### config.mk
export PLATFORM = sky130hd
export DESIGN_NAME = vfcm_ctrl
export DESIGN_NICKNAME = d
export VERILOG_FILES = /design/src/rtl/vfcm_pkg.sv /design/src/rtl/vfcm_ctrl.sv
export SDC_FILE = /design/constraint.sdc
export NUM_CORES = 1
export LEC_CHECK = 0
export BUFFER_PORTS_ARGS = -buffer_cell sky130_fd_sc_hd__buf_2
export CAP_MARGIN = 20
export CELL_PAD_IN_SITES_DETAIL_PLACEMENT = 0
export CELL_PAD_IN_SITES_GLOBAL_PLACEMENT = 1
export CORE_UTILIZATION = 32
export DETAILED_ROUTE_END_ITERATION = 8
export PLACE_DENSITY_LB_ADDON = 0.1
export SYNTH_ARGS = -nofsm -noshare
export SYNTH_HDL_FRONTEND = slang
export SYNTH_SLANG_ARGS = --single-unit
### constraint.sdc
create_clock -name clk -period 2.1 [get_ports clk]
set_input_delay 0.105 -clock clk [delete_from_list [all_inputs] [get_ports clk]]
set_output_delay 0.105 -clock clk [all_outputs]
set_load 0.02 [all_outputs]
### src/rtl/vfcm_pkg.sv
// vfcm_pkg: shared types, codes and lookup functions of the voxel face mesher
// no dependencies; used by the top unit, the datapath and the controller by scoped names

package vfcm_pkg;

  // command word, one per accepted input handshake
  typedef struct packed {
    logic [1:0]  command;
    logic [4:0]  pos_x;
    logic [5:0]  pos_y;
    logic [4:0]  pos_z;
    logic [7:0]  block_id;
    logic [7:0]  palette_index;
    logic [23:0] color_rgb;
  } vfcm_in_t;

  // vertex word, one per output handshake
  typedef struct packed {
    logic signed [7:0] vert_x;
    logic signed [7:0] vert_y;
    logic signed [7:0] vert_z;
    logic [2:0]        face_dir;
    logic [7:0]        red;
    logic [7:0]        green;
    logic [7:0]        blue;
    logic              last_vertex;
  } vfcm_out_t;

  // command codes
  localparam logic [1:0] CMD_VOXEL_WR   = 2'd0;
  localparam logic [1:0] CMD_PALETTE_WR = 2'd1;
  localparam logic [1:0] CMD_MESH       = 2'd2;

  // register indexes (word address)
  localparam logic [1:0] REG_GRID_WIDTH   = 2'd0;
  localparam logic [1:0] REG_GRID_HEIGHT  = 2'd1;
  localparam logic [1:0] REG_VERTEX_SCALE = 2'd2;

  localparam logic [5:0] GRID_WIDTH_RST   = 6'd32;
  localparam logic [6:0] GRID_HEIGHT_RST  = 7'd64;
  localparam logic [6:0] VERTEX_SCALE_RST = 7'd1;

  // face numbers as they appear on face_dir
  localparam logic [2:0] FACE_PX = 3'd0;
  localparam logic [2:0] FACE_PY = 3'd1;
  localparam logic [2:0] FACE_PZ = 3'd2;
  localparam logic [2:0] FACE_NX = 3'd3;
  localparam logic [2:0] FACE_NY = 3'd4;
  localparam logic [2:0] FACE_NZ = 3'd5;

  // neighbour test slots in test order
  localparam logic [2:0] SLOT_PY = 3'd0;
  localparam logic [2:0] SLOT_PX = 3'd1;
  localparam logic [2:0] SLOT_PZ = 3'd2;
  localparam logic [2:0] SLOT_NY = 3'd3;
  localparam logic [2:0] SLOT_NX = 3'd4;
  localparam logic [2:0] SLOT_NZ = 3'd5;

  localparam logic [2:0] LAST_SLOT = 3'd5;
  localparam logic [2:0] LAST_VTX  = 3'd5;

  typedef enum logic [2:0] {
    ST_IDLE,
    ST_DISPATCH,
    ST_CENTRE,
    ST_PROBE,
    ST_PROBE_END,
    ST_EMIT
  } vfcm_state_t;

  // controller to datapath
  typedef struct packed {
    logic       load_item;
    logic       vox_wr;
    logic       pal_wr;
    logic       cen_rd;
    logic       pal_rd;
    logic       probe_rd;
    logic [2:0] probe_slot;
    logic       emit;
    logic [2:0] vtx_idx;
  } vfcm_cmd_t;

  // datapath to controller
  typedef struct packed {
    logic [1:0] command;
    logic       in_grid;
    logic       id_zero;
    logic       mask_empty;
    logic       last_face;
    logic       out_free;
  } vfcm_sts_t;

  function automatic logic [2:0] slot_face(input logic [2:0] slot);
    logic [2:0] f;
    case (slot)
      SLOT_PY: f = FACE_PY;
      SLOT_PX: f = FACE_PX;
      SLOT_PZ: f = FACE_PZ;
      SLOT_NY: f = FACE_NY;
      SLOT_NX: f = FACE_NX;
      SLOT_NZ: f = FACE_NZ;
      default: f = FACE_PX;
    endcase
    return f;
  endfunction

  // corner offset of one triangle vertex: bit 2 dx, bit 1 dy, bit 0 dz
  function automatic logic [2:0] corner_off(input logic [2:0] face, input logic [2:0] vtx);
    logic [17:0] row;
    logic [2:0]  c;
    case (face)
      FACE_PX: row = {3'd0, 3'd1, 3'd3, 3'd3, 3'd2, 3'd0};
      FACE_PY: row = {3'd5, 3'd1, 3'd0, 3'd0, 3'd4, 3'd5};
      FACE_PZ: row = {3'd0, 3'd2, 3'd6, 3'd6, 3'd4, 3'd0};
      FACE_NX: row = {3'd3, 3'd1, 3'd0, 3'd0, 3'd2, 3'd3};
      FACE_NY: row = {3'd0, 3'd1, 3'd5, 3'd5, 3'd4, 3'd0};
      FACE_NZ: row = {3'd6, 3'd2, 3'd0, 3'd0, 3'd4, 3'd6};
      default: row = '0;
    endcase
    case (vtx)
      3'd0:    c = row[2:0];
      3'd1:    c = row[5:3];
      3'd2:    c = row[8:6];
      3'd3:    c = row[11:9];
      3'd4:    c = row[14:12];
      3'd5:    c = row[17:15];
      default: c = 3'd0;
    endcase
    return c;
  endfunction

endpackage

### src/rtl/vfcm_ctrl.sv
// vfcm_ctrl: sequencer for command dispatch, neighbour tests and emission
// depends on vfcm_pkg

module vfcm_ctrl (
  input  logic                clk,
  input  logic                rst,
  input  logic                cmd_valid,
  output logic                cmd_ready,
  input  vfcm_pkg::vfcm_sts_t sts,
  output vfcm_pkg::vfcm_cmd_t ctl
);

  vfcm_pkg::vfcm_state_t state, state_next;
  logic [2:0]            cnt, cnt_next;

  always_ff @(posedge clk) begin
    if (rst) begin
      state <= vfcm_pkg::ST_IDLE;
      cnt   <= 3'd0;
    end else begin
      state <= state_next;
      cnt   <= cnt_next;
    end
  end

  always_comb begin
    state_next = state;
    cnt_next   = cnt;
    case (state)
      vfcm_pkg::ST_IDLE: begin
        if (cmd_valid) begin
          state_next = vfcm_pkg::ST_DISPATCH;
        end
      end
      vfcm_pkg::ST_DISPATCH: begin
        if ((sts.command == vfcm_pkg::CMD_MESH) && sts.in_grid) begin
          state_next = vfcm_pkg::ST_CENTRE;
        end else begin
          state_next = vfcm_pkg::ST_IDLE;
        end
      end
      vfcm_pkg::ST_CENTRE: begin
        cnt_next = 3'd0;
        if (sts.id_zero) begin
          state_next = vfcm_pkg::ST_IDLE;
        end else begin
          state_next = vfcm_pkg::ST_PROBE;
        end
      end
      vfcm_pkg::ST_PROBE: begin
        cnt_next = cnt + 3'd1;
        if (cnt == vfcm_pkg::LAST_SLOT) begin
          state_next = vfcm_pkg::ST_PROBE_END;
        end
      end
      vfcm_pkg::ST_PROBE_END: begin
        cnt_next   = 3'd0;
        state_next = vfcm_pkg::ST_EMIT;
      end
      vfcm_pkg::ST_EMIT: begin
        if (sts.mask_empty) begin
          state_next = vfcm_pkg::ST_IDLE;
        end else if (sts.out_free) begin
          if (cnt == vfcm_pkg::LAST_VTX) begin
            cnt_next = 3'd0;
            if (sts.last_face) begin
              state_next = vfcm_pkg::ST_IDLE;
            end
          end else begin
            cnt_next = cnt + 3'd1;
          end
        end
      end
      default: begin
        state_next = vfcm_pkg::ST_IDLE;
      end
    endcase
  end

  always_comb begin
    ctl       = '0;
    cmd_ready = 1'b0;
    case (state)
      vfcm_pkg::ST_IDLE: begin
        cmd_ready     = 1'b1;
        ctl.load_item = cmd_valid;
      end
      vfcm_pkg::ST_DISPATCH: begin
        case (sts.command)
          vfcm_pkg::CMD_VOXEL_WR:   ctl.vox_wr = 1'b1;
          vfcm_pkg::CMD_PALETTE_WR: ctl.pal_wr = 1'b1;
          vfcm_pkg::CMD_MESH:       ctl.cen_rd = sts.in_grid;
          default: ;
        endcase
      end
      vfcm_pkg::ST_CENTRE: begin
        ctl.pal_rd = !sts.id_zero;
      end
      vfcm_pkg::ST_PROBE: begin
        ctl.probe_rd   = 1'b1;
        ctl.probe_slot = cnt;
      end
      vfcm_pkg::ST_EMIT: begin
        ctl.emit    = !sts.mask_empty && sts.out_free;
        ctl.vtx_idx = cnt;
      end
      default: ;
    endcase
  end

endmodule

==> impl_metrics.toml <==
[outcome]
outcome = "finished, final reports clean"

[power_and_ir_drop]
pwr-share-clk_pct = 40.5
p_int_uw = 203
total_power_uw = 286
p_comb_share_pct = 17.3
power_frac_seq_pct = 42.2
p_leak_nw = 0.314
p_switching_uw = 83.4
peakVddDrop_v = 0.000238
p_per_area_nw_per_um2 = 435
swShare_pct = 29.1

[cts]
clkTransAtPathRegs_ns = 0.05
cts-root-buf = "clkbuf_4"
cts_hold_buf = 0
clock_path_buffers = 2
ctsResizeCount = 0
cts_setup_buffers = 0
clk_latency_ns = 0.26
cts_tree = "yes"
cts_made_buffers = 3
h-tree-depth = 1
cts_sinks = 6

[detailed_routing]
ant_nets = 0
drt_iter0_markers = 9
met3_length_um = 102
num_vias = 568
top_layer = "met4"
drc = 0
drt_wl_total_um = 1350
detail_route.wl_per_cell_um = 12.7
via_per_inst = 5.36
drt_pass1_iterations = 4
wirelength_met1_um = 707
met2WireLength_um = 504

[synth]
synth.top_cell.area_share_pct = 23.5
synthTopCellsByArea = "dfxtp_1, a31oi_1, and3_1"
ys_types = 34
synth_nets = 79
synth_cells = 67
synth.largest_area_cell = "dfxtp_1"
synth_edf_count = 0
ys_seq_elements = 6
yosysWarnings = 0
synth_flop_cell = "dfxtp_1"
syn_area_um2 = 512
synth_commonest_cells = "dfxtp_1, inv_1"
synth.avg_cell_area_um2 = 7.64
synth-seq-area-share_pct = 23.5
synthArstFlopShare_pct = 0

[hold_path]
holdCritStartpoint = "rst"
hold_class = "input port to register"
holdPathStages = 2
min_to = "cnt[2]"

[grt]
first_global_vias = 471
grt_use_total_pct = 16.3
grt_pass1_wl_um = 2190
grt_max_degree = 14
grt.overflow.total = 0
grt_antenna_before_repair = 0

[flow_run]
cap_violations = 0

[timing]
slew_headroom_pct = 67.7
report.final.slew_viol_count = 0
period_share_pct = 88.2
finalWorstSetupSlack_ns = 0.248
setup_viol = 0
fin_tns_setup_ns = 0
rsz0062_at_grt = "no"
max_freq_mhz = 540
tightest_slew_ns = 0.478
period_minus_slack_ns = 1.85
finalHoldViolations = 0
whs_ns = 0.107
fin_skew_ns = 0.00599

[critical_path]
crit_fanout = 13
r2r_start = "state[2]"
rr_endpoint = "state[1]"
required_ns = 2.00
crit_arrival_ns = 1.75
cp-start-kind = "register"
cp_slowest_cell = "or3b_1"
critPathMaxStageDelay_ns = 0.45
reg2reg_slack_ns = 0.55
reg2reg_depth = 3
crit_type = "register to primary output"
cp-end-kind = "primary output"
path_cells = "or3b_1, or3_1, inv_1, buf_2"

[place]
place_hpwl_um = 988
portBuffers = 23
dp_slack_ns = 0.505
finalWeightedCongestion = 0.714

[floorplanning]
ios = 24
initial_utilization_pct = 34.0
row_count = 14
die_width_um = 42.0
core_area_um2 = 1510
dieArea_um2 = 1760
die_y_um = 42.0

[final_layout]
fillers = 167
fin_util_pct = 43.6
final_net_count = 104
diodes = 0
syn2layout_area_growth_pct = 28.4
final_layout_size_suffix_gt1_share_pct = 33.3
## state kept, by name, summed over array words and instances, names as in the netlist
name / flops
state: 3
cnt: 3
## worst max path at each step
stage	from	to	slack, ns	cells past startpoint
final	state[2]	ctl[9]	0.25	4
after global routing	state[2]	ctl[9]	0.16	4
after CTS	state[2]	ctl[9]	0.24	4
after detailed placement	state[0]	ctl[9]	0.51	4
after global placement	state[0]	ctl[9]	0.54	4
after floorplan	state[2]	ctl[12]	0.65	3
## worst max-delay path, delay by kind of cell, from the launching register on
family	cells	cell delay [ns]
buffers and inverters	2	0.21
flip-flops	1	0.42
AND/OR/NAND/NOR	2	0.85
## cells in the final DEF (no fill, tap or decap), drive strengths merged, types with 2 or more instances in the layout
| cell type | n |
|---|---|
| buf | 24 |
| inv | 6 |
| dfxtp | 6 |
| nand2b | 4 |
| nor3 | 4 |
| nor2 | 4 |
| and3 | 4 |
| a31oi | 4 |
| nand2 | 3 |
| clkbuf | 3 |
| or3 | 2 |
| nor2b | 2 |
| and2 | 2 |
| a221oi | 2 |
| ha | 2 |
## cell type report
cell class | count | area, um2 | share of cell area [%]
clock buffer | 3 | 22.5 | 3.43
inverter | 6 | 22.5 | 3.43
multi-input combinational | 51 | 349 | 53.1
sequential | 6 | 120 | 18.3
tap | 16 | 20.0 | 3.05
timing repair buffer | 24 | 123 | 18.7
## per-stage QoR
step / area, um2 / cells
6_report: 657 / 106
5_1_grt: 657 / 106
4_1_cts: 657 / 106
3_5_place_dp: 634 / 103
3_3_place_gp: 634 / 103
2_1_floorplan: 512 / 67
## power by group through the flow
stage	sequential (mW)	combinational [mW]	clock, mW
floorplan	0.119	0.0314	0
global placement	0.123	0.0495	0
detailed placement	0.123	0.0495	0
CTS	0.120	0.0496	0.116
global route	0.121	0.0552	0.123
finish	0.121	0.0495	0.116
## routing by layer
layer,up-vias,global-route usage [%]
met1,244,24.9
li1,293,-
met3,5,3.88
met2,26,20.0
met4,0,9.68
met5,-,0
## cell families after synthesis
| kind of cell | Yosys count | synth area share, % |
|---|---|---|
| xor gates and xnor gates | 1 | 1.71 |
| AOI/OAI and AO/OA | 16 | 24.7 |
| adders and majority gates | 2 | 4.89 |
| DFF | 6 | 23.5 |
| and+or+nand+nor | 32 | 36.9 |
| buffers and inverters | 10 | 8.31 |
No activity file was read; power rests on OpenSTA's default activity.
